File: config.mk
export PLATFORM = sky130hd
export DESIGN_NAME = vtcc_ctrl
export DESIGN_NICKNAME = d
export VERILOG_FILES = /design/src/design/vtcc_pkg.sv /design/src/design/vtcc_ctrl.sv
export SDC_FILE = /design/constraint.sdc
export NUM_CORES = 1
export LEC_CHECK = 0
export ABC_AREA = 1
export BUFFER_PORTS_ARGS = -buffer_cell sky130_fd_sc_hd__buf_2
export CORE_AREA = 2 2 39 41
export DETAILED_ROUTE_END_ITERATION = 7
export DIE_AREA = 0 0 41 43
export GPL_TIMING_DRIVEN = 0
export HOLD_SLACK_MARGIN = 0.15
export PLACE_DENSITY = 0.66
export SYNTH_ARGS = -nofsm -noshare
export SYNTH_HDL_FRONTEND = slang
export SYNTH_SLANG_ARGS = --single-unit
File: constraint.sdc
create_clock -name clk -period 1.4 [get_ports clk]
set_clock_uncertainty 0.1 [all_clocks]
set_input_delay 0.28 -clock clk [delete_from_list [all_inputs] [get_ports clk]]
set_output_delay 0.28 -clock clk [all_outputs]
set_load 0.01 [all_outputs]
File: src/design/vtcc_pkg.sv
// Shared types, constants and codes for the voltage-triggered checkpoint controller.
package vtcc_pkg;

  // Size of the live region and of its checkpoint copy.
  localparam int REGION_WORDS = 2048;
  localparam int ADDR_W       = $clog2(REGION_WORDS);

  // Field widths fixed by the interface.
  localparam int MODE_W   = 2;
  localparam int INDEX_W  = 11;
  localparam int WORD_W   = 16;
  localparam int CODE_W   = 12;
  localparam int MV_W     = 13;
  localparam int REF_W    = 12;
  localparam int ACTION_W = 3;
  localparam int CFG_IDX_W = 2;

  // Converter scaling: mv = 2*code*ref/4095, done as a reciprocal multiply.
  localparam int              CODE_FULL_SCALE = 4095;
  localparam int              PROD_W          = CODE_W + REF_W;      // code*ref
  localparam int              DIVIDEND_W      = PROD_W + 1;          // 2*code*ref
  localparam int              RECIP_W         = 26;
  localparam logic [25:0]     RECIP_4095      = 26'd33562626;        // (2^37-2)/4095
  localparam int              RECIP_SHIFT     = 37;
  localparam int              QUOT_W          = 14;
  localparam int              QPROD_W         = DIVIDEND_W + RECIP_W;
  localparam int              REM_W           = DIVIDEND_W + 1;

  // Register reset values.
  localparam logic [MV_W-1:0]  OFF_MV_RESET     = 13'd1900;
  localparam logic [MV_W-1:0]  SAVE_MV_RESET    = 13'd2200;
  localparam logic [MV_W-1:0]  RESUME_MV_RESET  = 13'd2500;
  localparam logic [REF_W-1:0] REF_MV_RESET     = 12'd1200;
  localparam logic [MV_W-1:0]  LAST_VOLT_RESET  = 13'd3300;

  // Configuration register indexes.
  localparam logic [CFG_IDX_W-1:0] CFG_OFF_MV    = 2'd0;
  localparam logic [CFG_IDX_W-1:0] CFG_SAVE_MV   = 2'd1;
  localparam logic [CFG_IDX_W-1:0] CFG_RESUME_MV = 2'd2;
  localparam logic [CFG_IDX_W-1:0] CFG_REF_MV    = 2'd3;

  // Request modes.
  localparam logic [MODE_W-1:0] MODE_POLL  = 2'd0;
  localparam logic [MODE_W-1:0] MODE_WRITE = 2'd1;
  localparam logic [MODE_W-1:0] MODE_READ  = 2'd2;

  // Action codes reported with a poll.
  localparam logic [ACTION_W-1:0] ACT_NONE      = 3'd0;
  localparam logic [ACTION_W-1:0] ACT_SAVED     = 3'd1;
  localparam logic [ACTION_W-1:0] ACT_SAVED_OFF = 3'd2;
  localparam logic [ACTION_W-1:0] ACT_OFF       = 3'd3;
  localparam logic [ACTION_W-1:0] ACT_RESTORED  = 3'd4;
  localparam logic [ACTION_W-1:0] ACT_DISCARDED = 3'd5;

  // Request word.
  typedef struct packed {
    logic [MODE_W-1:0]  mode;
    logic [INDEX_W-1:0] word_index;
    logic [WORD_W-1:0]  write_data;
    logic [CODE_W-1:0]  supply_code;
    logic               code_ready;
    logic [WORD_W-1:0]  stack_pointer;
  } in_item_t;

  // Result word.
  typedef struct packed {
    logic [WORD_W-1:0]   read_data;
    logic [MV_W-1:0]     voltage_mv;
    logic [ACTION_W-1:0] action;
    logic [WORD_W-1:0]   restored_stack_pointer;
    logic                checkpoint_valid;
    logic                power_off_seen;
  } out_item_t;

  // Commands from the controller to the datapath.
  typedef struct packed {
    logic                load;
    logic                live_write;
    logic                read_capture;
    logic                volt_take;
    logic                set_valid;
    logic                clr_valid;
    logic                set_off;
    logic                clr_off;
    logic                save_sp;
    logic                restore_sp;
    logic                set_action;
    logic [ACTION_W-1:0] action;
    logic                copy_start;
    logic                copy_restore;
    logic                copy_step;
    logic                finish;
  } vtcc_cmd_t;

  // Status from the datapath to the controller.
  typedef struct packed {
    logic [MODE_W-1:0] mode;
    logic              below_off;
    logic              below_save;
    logic              at_resume;
    logic              valid_flag;
    logic              off_flag;
    logic              copy_last;
  } vtcc_status_t;

endpackage

File: src/design/vtcc_ctrl.sv
// Controller: sequences word access, conversion, checkpoint policy and memory copies.
module vtcc_ctrl import vtcc_pkg::*; (
  input  logic         clk,
  input  logic         rst,
  input  logic         start,
  output logic         busy,
  output logic         done,
  input  vtcc_status_t status,
  output vtcc_cmd_t    cmd
);

  typedef enum logic [3:0] {
    S_IDLE,
    S_DISPATCH,
    S_READ,
    S_CONV,
    S_VOLT,
    S_POLICY,
    S_COPY,
    S_COPY_TAIL,
    S_FINISH
  } state_t;

  state_t state;
  state_t state_next;

  // Next state and datapath commands.
  always_comb begin
    state_next = state;
    cmd        = '0;
    case (state)
      S_IDLE: begin
        if (start) begin
          cmd.load   = 1'b1;
          state_next = S_DISPATCH;
        end
      end
      S_DISPATCH: begin
        case (status.mode)
          MODE_POLL:  state_next = S_CONV;
          MODE_WRITE: begin
            cmd.live_write = 1'b1;
            state_next     = S_FINISH;
          end
          MODE_READ:  state_next = S_READ;
          default:    state_next = S_FINISH;
        endcase
      end
      S_READ: begin
        cmd.read_capture = 1'b1;
        state_next       = S_FINISH;
      end
      S_CONV: begin
        state_next = S_VOLT;
      end
      S_VOLT: begin
        cmd.volt_take = 1'b1;
        state_next    = S_POLICY;
      end
      S_POLICY: begin
        cmd.set_action = 1'b1;
        cmd.action     = ACT_NONE;
        state_next     = S_FINISH;
        if (status.valid_flag && status.off_flag) begin
          // Supply back after a power-off: restore the checkpoint.
          if (status.at_resume) begin
            cmd.action       = ACT_RESTORED;
            cmd.restore_sp   = 1'b1;
            cmd.clr_valid    = 1'b1;
            cmd.clr_off      = 1'b1;
            cmd.copy_start   = 1'b1;
            cmd.copy_restore = 1'b1;
            state_next       = S_COPY;
          end
        end else if (status.valid_flag) begin
          // Checkpoint held without a power-off: flag off, or discard it.
          if (status.below_off) begin
            cmd.action  = ACT_OFF;
            cmd.set_off = 1'b1;
          end else if (status.at_resume) begin
            cmd.action    = ACT_DISCARDED;
            cmd.clr_valid = 1'b1;
          end
        end else begin
          // No checkpoint yet: save on a droop, flag off on a deep droop.
          if (status.below_off) begin
            cmd.set_off = 1'b1;
            cmd.action  = ACT_OFF;
          end
          if (status.below_save) begin
            cmd.save_sp      = 1'b1;
            cmd.set_valid    = 1'b1;
            cmd.copy_start   = 1'b1;
            cmd.copy_restore = 1'b0;
            cmd.action       = status.below_off ? ACT_SAVED_OFF : ACT_SAVED;
            state_next       = S_COPY;
          end
        end
      end
      S_COPY: begin
        cmd.copy_step = 1'b1;
        if (status.copy_last) begin
          state_next = S_COPY_TAIL;
        end
      end
      S_COPY_TAIL: begin
        state_next = S_FINISH;
      end
      S_FINISH: begin
        cmd.finish = 1'b1;
        state_next = S_IDLE;
      end
      default: begin
        state_next = S_IDLE;
      end
    endcase
  end

  // State and the result strobe.
  always_ff @(posedge clk) begin
    if (rst) begin
      state <= S_IDLE;
      done  <= 1'b0;
    end else begin
      state <= state_next;
      done  <= (state == S_FINISH);
    end
  end

  assign busy = (state != S_IDLE);

endmodule

# Word level (Yosys, flattened, before mapping)
# Cells that the tools add are included.
dict set report classes {
  n_addsub 0
  n_mul 0
  div_mod_pow 0
  order_cmp 0
  n_eq_ne 12
  shifts 0
  muxes 36
  n_bitwise 0
  reduce_logical 6
}
# operator n
set ops {}
lappend ops {{case mux 4 bit (7 select lines)} 1}
lappend ops {{two-way mux 4 bit} 6}
lappend ops {{two-way mux 1 bit} 18}
lappend ops {{equality test 4 x 3 -> 1 bit (second input constant)} 4}
lappend ops {{two-way mux 5 bit} 3}
lappend ops {{two-way mux 12 bit} 1}
lappend ops {{two-way mux 3 bit} 3}
lappend ops {{equality test 4 x 2 -> 1 bit (second input constant)} 2}
lappend ops {{case mux 4 bit (2 select lines)} 1}
lappend ops {{two-way mux 2 bit} 3}
lappend ops {{equality test 4 x 1 -> 1 bit (second input constant)} 1}
lappend ops {{equality test 4 bit (second input constant)} 1}
lappend ops {{zero test 4 bit} 1}
lappend ops {{inequality test 2 bit (second input constant)} 2}
lappend ops {{nonzero test 4 bit} 1}
lappend ops {{equality test 2 x 1 -> 1 bit (second input constant)} 1}
lappend ops {{equality test 2 bit (second input constant)} 1}
lappend ops {{zero test 2 bit} 1}
lappend ops {{AND reduction 2 bit} 1}
lappend ops {{OR reduction 2 bit} 1}
lappend ops {{logical AND 1 bit} 1}
dict set report word_totals {
  ff_bits 5
  latch_bits 0
  ramBits 0
  romBits 0
  inputBits 11
  out_inout_bits 20
  n_memories 0
}

# Depth between registers and ports, before layout
# Gate-level depths: netlist (run 1).
dict set report depth {
  depth_word 5
  depth_mapped 7
  mapped_depth_nobuf 7
}

# Least setup slack after synthesis (run 1)
# Ideal clock, no wire load.
dict set report synth_timing {
  path_kind {reg-to-output}
  from {register state[2]}
  to {output port cmd[12] in the netlist's numbering}
  arrival_ns 1.253
  setup_slack_ns -0.233
  path_stages_with_launch 6
  path_buffers 1
  cell_sequence {dfxtp_1 -> nand2_2 -> nor2_4 -> inv_2 -> nor3_1 -> buf_4}
}
# element line
set synth_rtl {}
lappend synth_rtl {{start: declaration} vtcc_ctrl.sv:24} ;# state_t state;
lappend synth_rtl {{start signal: assignment} vtcc_ctrl.sv:125} ;# state <= state_next;
lappend synth_rtl {{end: declaration} vtcc_ctrl.sv:9} ;# output vtcc_cmd_t cmd

==> metrics, run 1 <==
commonest non-fill, non-tap cell in the layout=buf_2; Mapped Avg Cell Area=~5.6 um^2; Core Area=about 1400 um^2; DRT iter0 DRCs=1; Worst Hold Launch=status[6]; post-DP HPWL=roughly 900 um; Max Cap Viol=0; CTS buffer count=3; fill count=142; Static Leak=0.4597 nW; H-tree depth=1; Port Buffers=30; Worst-Margin Slew=about 0.25 ns; Fmax=about 600 MHz; gpl congestion=between 0.7 and 0.8; reg-to-reg startpoint=state[3]; net total in the final layout=130; Final Worst Setup Slack=-0.2449 ns; period utilisation layout=117.5%; Relative slew margins=between 80% and 90%; CP Data Required Time=1.02 ns; final setup violating endpoints=19; Yosys warning count=0; critical path startpoint=state[3]; All-Layer GR Usage=about 14%; Mapped Cells=between 70 and 80; Worst Setup End Kind=primary output; Initial Util=31.19%; Non-Filler Instances=about 130; register area share after synthesis=between 20% and 30%; Worst-path clk slew=roughly 0.04 ns; Mapped Area=around 430 um^2; Slew Limit Fails=0; crit-path max FO=4; failing checks=setup timing; syn nets=88; DR DRC count=0; Hold WC Path Type=input port to flip-flop; number of instances in the placed design=about 120; Area growth syn-to-layout=71.88%; global-route wire length before repair=1.773 mm; via count=approximately 600; vias in the first global route=around 520; FF/Latch Area=110.1 um^2; post-detailed-route via-to-cell ratio=about 4.4; FP Rows=14; ANT cells=0; Final Hold Viols=0; latest clock arrival within the worst-skew pair=between 0.2 and 0.25 ns; pwr dens=662.7 nW/um^2; final hold slack=between 0.2 and 0.3 ns; IO Pins=31; Sum Neg Setup Slack=-2.998 ns; Clock Tree Root=clkbuf_4; Setup CP Type=flip-flop to primary output; unrepaired setup endpoints after global routing=yes; Final ANT Viol Nets=0; Remaining Overflow, GRT=0; multi-input logic area=261.5 um^2; die width=41 um; Die ar.=1763 um^2; Seq cells post-synth=5; crit path DAT=roughly 1.3 ns; Peak VDD IR=roughly 0.44 mV; pre-CTS setup slack=-0.1087 ns; most frequent cells in the layout=27 x buf_2, 14 x nand2_1, 14 x inv_1; antenna violations before repair=0; startpoint types=flip-flop; largest net degree at the start of global routing=8; Routed WL=1.128 mm; die height=approximately 43 um; clk sink count=5; CTS Buffer Depth=2; wire per inst=~8.4 um; outcome=complete, but fails checks; share of layout cells above drive strength 1=between 50% and 60%; router iterations before antenna repair=2; power consumption=slightly below 0.5 mW; clock tree from TritonCTS=yes; Period minus WS final=between 1.5 and 2 ns; Yosys cell types=15
==> final timing paths <==
path | endpoint | slack [ns] | cells after the start
min | state[1] | 0.26 | 4
max reg2reg | state[3] | 0.24 | 8
max | cmd[4] | -0.24 | 7
min reg2reg | state[2] | 0.43 | 2
==> sequential cells by signal, indices dropped and copies added (netlist names) <==
signal / cells
state: 4
done: 1
==> cell families after synthesis <==
family,count (synthesis),share of synthesized area (%)
AOI/OAI and AO/OA,3,4.056
buffers and inverters,22,23.48
DFF,5,23.19
and+or+nand+nor,47,49.27
==> through the flow <==
| step | util [%] | area [um^2] |
|---|---|---|
| 6_report | 53.62 | 742.0 |
| 5_1_grt | 53.62 | 742.0 |
| 4_1_cts | 52.26 | 723.2 |
| 3_5_place_dp | 44.76 | 619.3 |
| 3_3_place_gp | 44.76 | 619.3 |
| 2_1_floorplan | - | 449.2 |
==> cells in the mapped netlist <==
master   instances  area share, %
a31oi_1          2            2.9
buf_4            5            8.7
dfxtp_1          5             23
inv_1           16             14
inv_2            1           0.87
nand2_1         15             13
nand2_2          1            1.5
nand3_1          9             10
nand4_1          2            2.9
nor2_1          14             12
nor2_2           2            2.9
nor2_4           1            2.6
nor3_1           2            2.3
nor4_1           1            1.5
o21ai_0          1            1.2
==> metal layers <==
layer	vias to the layer above	part of all wire (%)	GRT usage, %
li1	315	-	-
met1	255	42	14.38
met2	20	51	25.62
met3	0	6.7	4.712
met4	0	0	2.000
met5	-	0	0
==> critical path: stages (launching register included) <==
cell and delay, ns:
dfxtp_2 0.34, inv_2 0.06, nand2_2 0.06, nor2_4 0.15, buf_4 0.13, nand4_1 0.05, o21ai_0 0.08, buf_2 0.15
==> where the power goes <==
| part | internal, mW | switching (mW) | total, mW | leakage (nW) |
|---|---|---|---|---|
| Sequential | 0.155 | 0.0160 | 0.171 | 0.0431 |
| Combinational | 0.0622 | 0.0922 | 0.154 | 0.402 |
| Clock | 0.108 | 0.0582 | 0.166 | 0.0150 |
==> layout make-up <==
type	count	share of cell area, %
clock buffers	4	3.541
flip-flops and latches	5	14.84
repair buffers	37	29.68
plain buffers	5	5.059
well taps	16	2.698
inverters	17	8.938
multi-input cells	50	35.24
==> what timing repair did <==
item | in CTS | in global routing
hold buffers | 1 | 0
gates resized for setup | 11 | 5
buffers inserted | 6 | 0
endpoints found under the hold margin | 1 | 0
pin swaps | 1 | 1
endpoints found under the setup margin | 19 | 19
No activity file was read; power rests on OpenSTA's default activity.
==> run 2: changes to the inputs <==
--- a/config.mk
+++ b/config.mk
@@ -10,7 +10,7 @@
 export CORE_AREA = 2 2 39 41
 export DETAILED_ROUTE_END_ITERATION = 7
 export DIE_AREA = 0 0 41 43
-export GPL_TIMING_DRIVEN = 0
+export GPL_TIMING_DRIVEN = 1
 export HOLD_SLACK_MARGIN = 0.15
 export PLACE_DENSITY = 0.66
 export SYNTH_ARGS = -nofsm -noshare
==> run 2 against run 1 <==
  * The run still ends with setup timing left
  * Critical path depth down 1
  * Routed wire length up 30%
  * Final area up 15%
  * Worst setup slack better by 0.058 ns
  * Sequential share of layout area down 1.3 points
  * Power up 21%
  * Via count up 4.4%
  * Critical endpoint is now cmd[12]
  * Largest power group is now combinational cells
==> metrics, run 2 (same netlist as run 1, synthesis figures left out) <==
net total in the final layout=130 (unchanged); crit-path max FO=5 (+1); Final Hold Viols=0 (unchanged); most used cell, CP=inv_4; vias in the first global route=577 (+11%); antenna violations before repair=0 (unchanged); commonest non-fill, non-tap cell in the layout=buf_2; Bufs and invs on worst path=3 (unchanged); worst reg-to-reg path cell count=8 (unchanged); Period minus WS final=1.587 ns (-0.05828 ns); FP Rows=14 (unchanged); Clock Tree Root=clkbuf_4; Slew Limit Fails=0 (unchanged); Final ANT Viol Nets=0 (unchanged); All-Layer GR Usage=18.25% (+4.3 points); Largest Register=state; Worst-path clk slew=0.05 ns (about the same); Port Buffers=30 (unchanged); critical path's top delay family=flip-flops; via count=616 (+4.4%); failing checks=setup timing; outcome=complete, but fails checks; power consumption=0.5963 mW (+21%); Fmax=630.3 MHz (+3.7%); GR Util met2=30.00% (+4.4 points); final hold slack=0.2869 ns (+0.02981 ns); Hold WC Path Type=input port to flip-flop; clock tree from TritonCTS=yes; latest clock arrival within the worst-skew pair=0.24 ns (about the same); CTS Buffer Depth=2 (unchanged); crit path DAT=1.21 ns (-0.05 ns); IO Pins=31 (unchanged); die height=43 um (unchanged); grt met1 use=21.47% (+7.1 points); CP Data Required Time=1.02 ns (about the same); Remaining Overflow, GRT=0 (unchanged); hold depth=4 (unchanged); wire per inst=10.91 um (+30%); global routing's busiest layer=met2; ANT cells=0 (unchanged); die width=41 um (unchanged); H-tree depth=1 (unchanged); met3 Use GR=5.236% (+0.52 points); period utilisation layout=113.3% (-4.2 points); global-route wire length before repair=2.242 mm (+26%); max reg flops=4 (unchanged); Area growth syn-to-layout=97.39%; Relative slew margins=85.69% (+2.4 points); pre-CTS setup slack=-0.01291 ns (+0.09575 ns); Worst path depth=6 (-1); reg2reg setup slack=0.11 ns (-0.13 ns); Final Worst Setup Slack=-0.1866 ns (+0.05828 ns); DRT iter0 DRCs=7 (+6); Max Cap Viol=0 (unchanged); CP Cell Sequence=inv_4 > nand2_4 > nor2_4 > inv_4 > nor3_4 > buf_2; clk sink count=5 (unchanged); gpl congestion=0.7592 (-2.0%); slowest stage cell, crit path=dfxtp_4; final setup violating endpoints=19 (unchanged); DR DRC count=0 (unchanged); share of layout cells above drive strength 1=60.17% (+9.3 points); CTS buffer count=3 (unchanged); startpoint types=flip-flop; Worst Setup End Kind=primary output; Worst-Margin Slew=0.2127 ns (-0.03724 ns); Initial Util=31.19% (unchanged); router iterations before antenna repair=4 (+2); Peak VDD IR=0.3707 mV (-15%); Die ar.=1763 um^2 (unchanged); post-DP HPWL=956.8 um (+6.1%); unrepaired setup endpoints after global routing=yes; most frequent cells in the layout=22 x buf_2, 12 x inv_1, 11 x nand2_1, 11 x buf_6, 9 x nor2_1; largest registers=state: 4 flops, done: 1 flops; Core Area=1384 um^2 (unchanged); fill count=117 (-18%); pwr dens=699.9 nW/um^2 (+5.6%); Static Leak=0.4732 nW (+2.9%); Setup CP Type=flip-flop to primary output; post-detailed-route via-to-cell ratio=4.597 (+4.4%); largest net degree at the start of global routing=7 (-1); Routed WL=1.462 mm (+30%); worst stage delay on the critical path=0.35 ns (about the same)
## run 2: cell counts in the layout (fill, tap and decap cells not counted)
No cell type changed its count.
## run 2: per-layer routing
| layer | share of wire (%) | wire, um |
|---|---|---|
| met5 | 0 | 0 |
| met4 | 1.0 | 15 |
| met3 | 6.4 | 93 |
| met2 | 55 | 797 |
| met1 | 38 | 556 |
## run 2: final cells by class
cell class	instances	area [um^2]	area share (%)
multi-input cells	50	317.8	37.30
repair buffers	42	304.0	35.68
flip-flops and latches	5	115.1	13.51
inverters	17	68.82	8.076
clock buffers	4	26.28	3.084
well taps	16	20.02	2.349
## run 2: path summary, 6_finish.rpt
path | start | to
min | status[6] | state[1]
min reg2reg | state[0] | state[2]
max reg2reg | state[3] | state[0]
max | state[3] | cmd[12]
## run 2: tightest hold or removal path: stages
cell and delay [ns]:
buf_2 0.11, inv_1 0.04, nand3_1 0.08, a31oi_1 0.08
## run 2: what timing repair did
action                     in CTS  in global routing
setup endpoints to repair      19                 20
hold buffers                    0                  1
hold endpoints to repair        0                  1
gates resized for setup        29                 14
buffers inserted                8                  3
pin swaps                       9                  9
## run 2: power by group
group          switching [mW]  internal (mW)  leakage (nW)
combinational           0.133          0.120         0.415
clock                  0.0634          0.108        0.0150
sequential             0.0173          0.154        0.0436
total                   0.214          0.382         0.473
## run 2: per-stage QoR
step / setup TNS (ns) / util (%) / std cells / instance area, um^2
global placement: 0 / 43.13 / 120 / 596.8
finish: -2.754 / 61.57 / 134 / 852.1
global route: -4.030 / 61.57 / 134 / 852.1
detailed placement: -0.01291 / 43.13 / 120 / 596.8
floorplan: -0.1412 / - / 77 / 449.2
CTS: -2.690 / 55.61 / 132 / 769.5
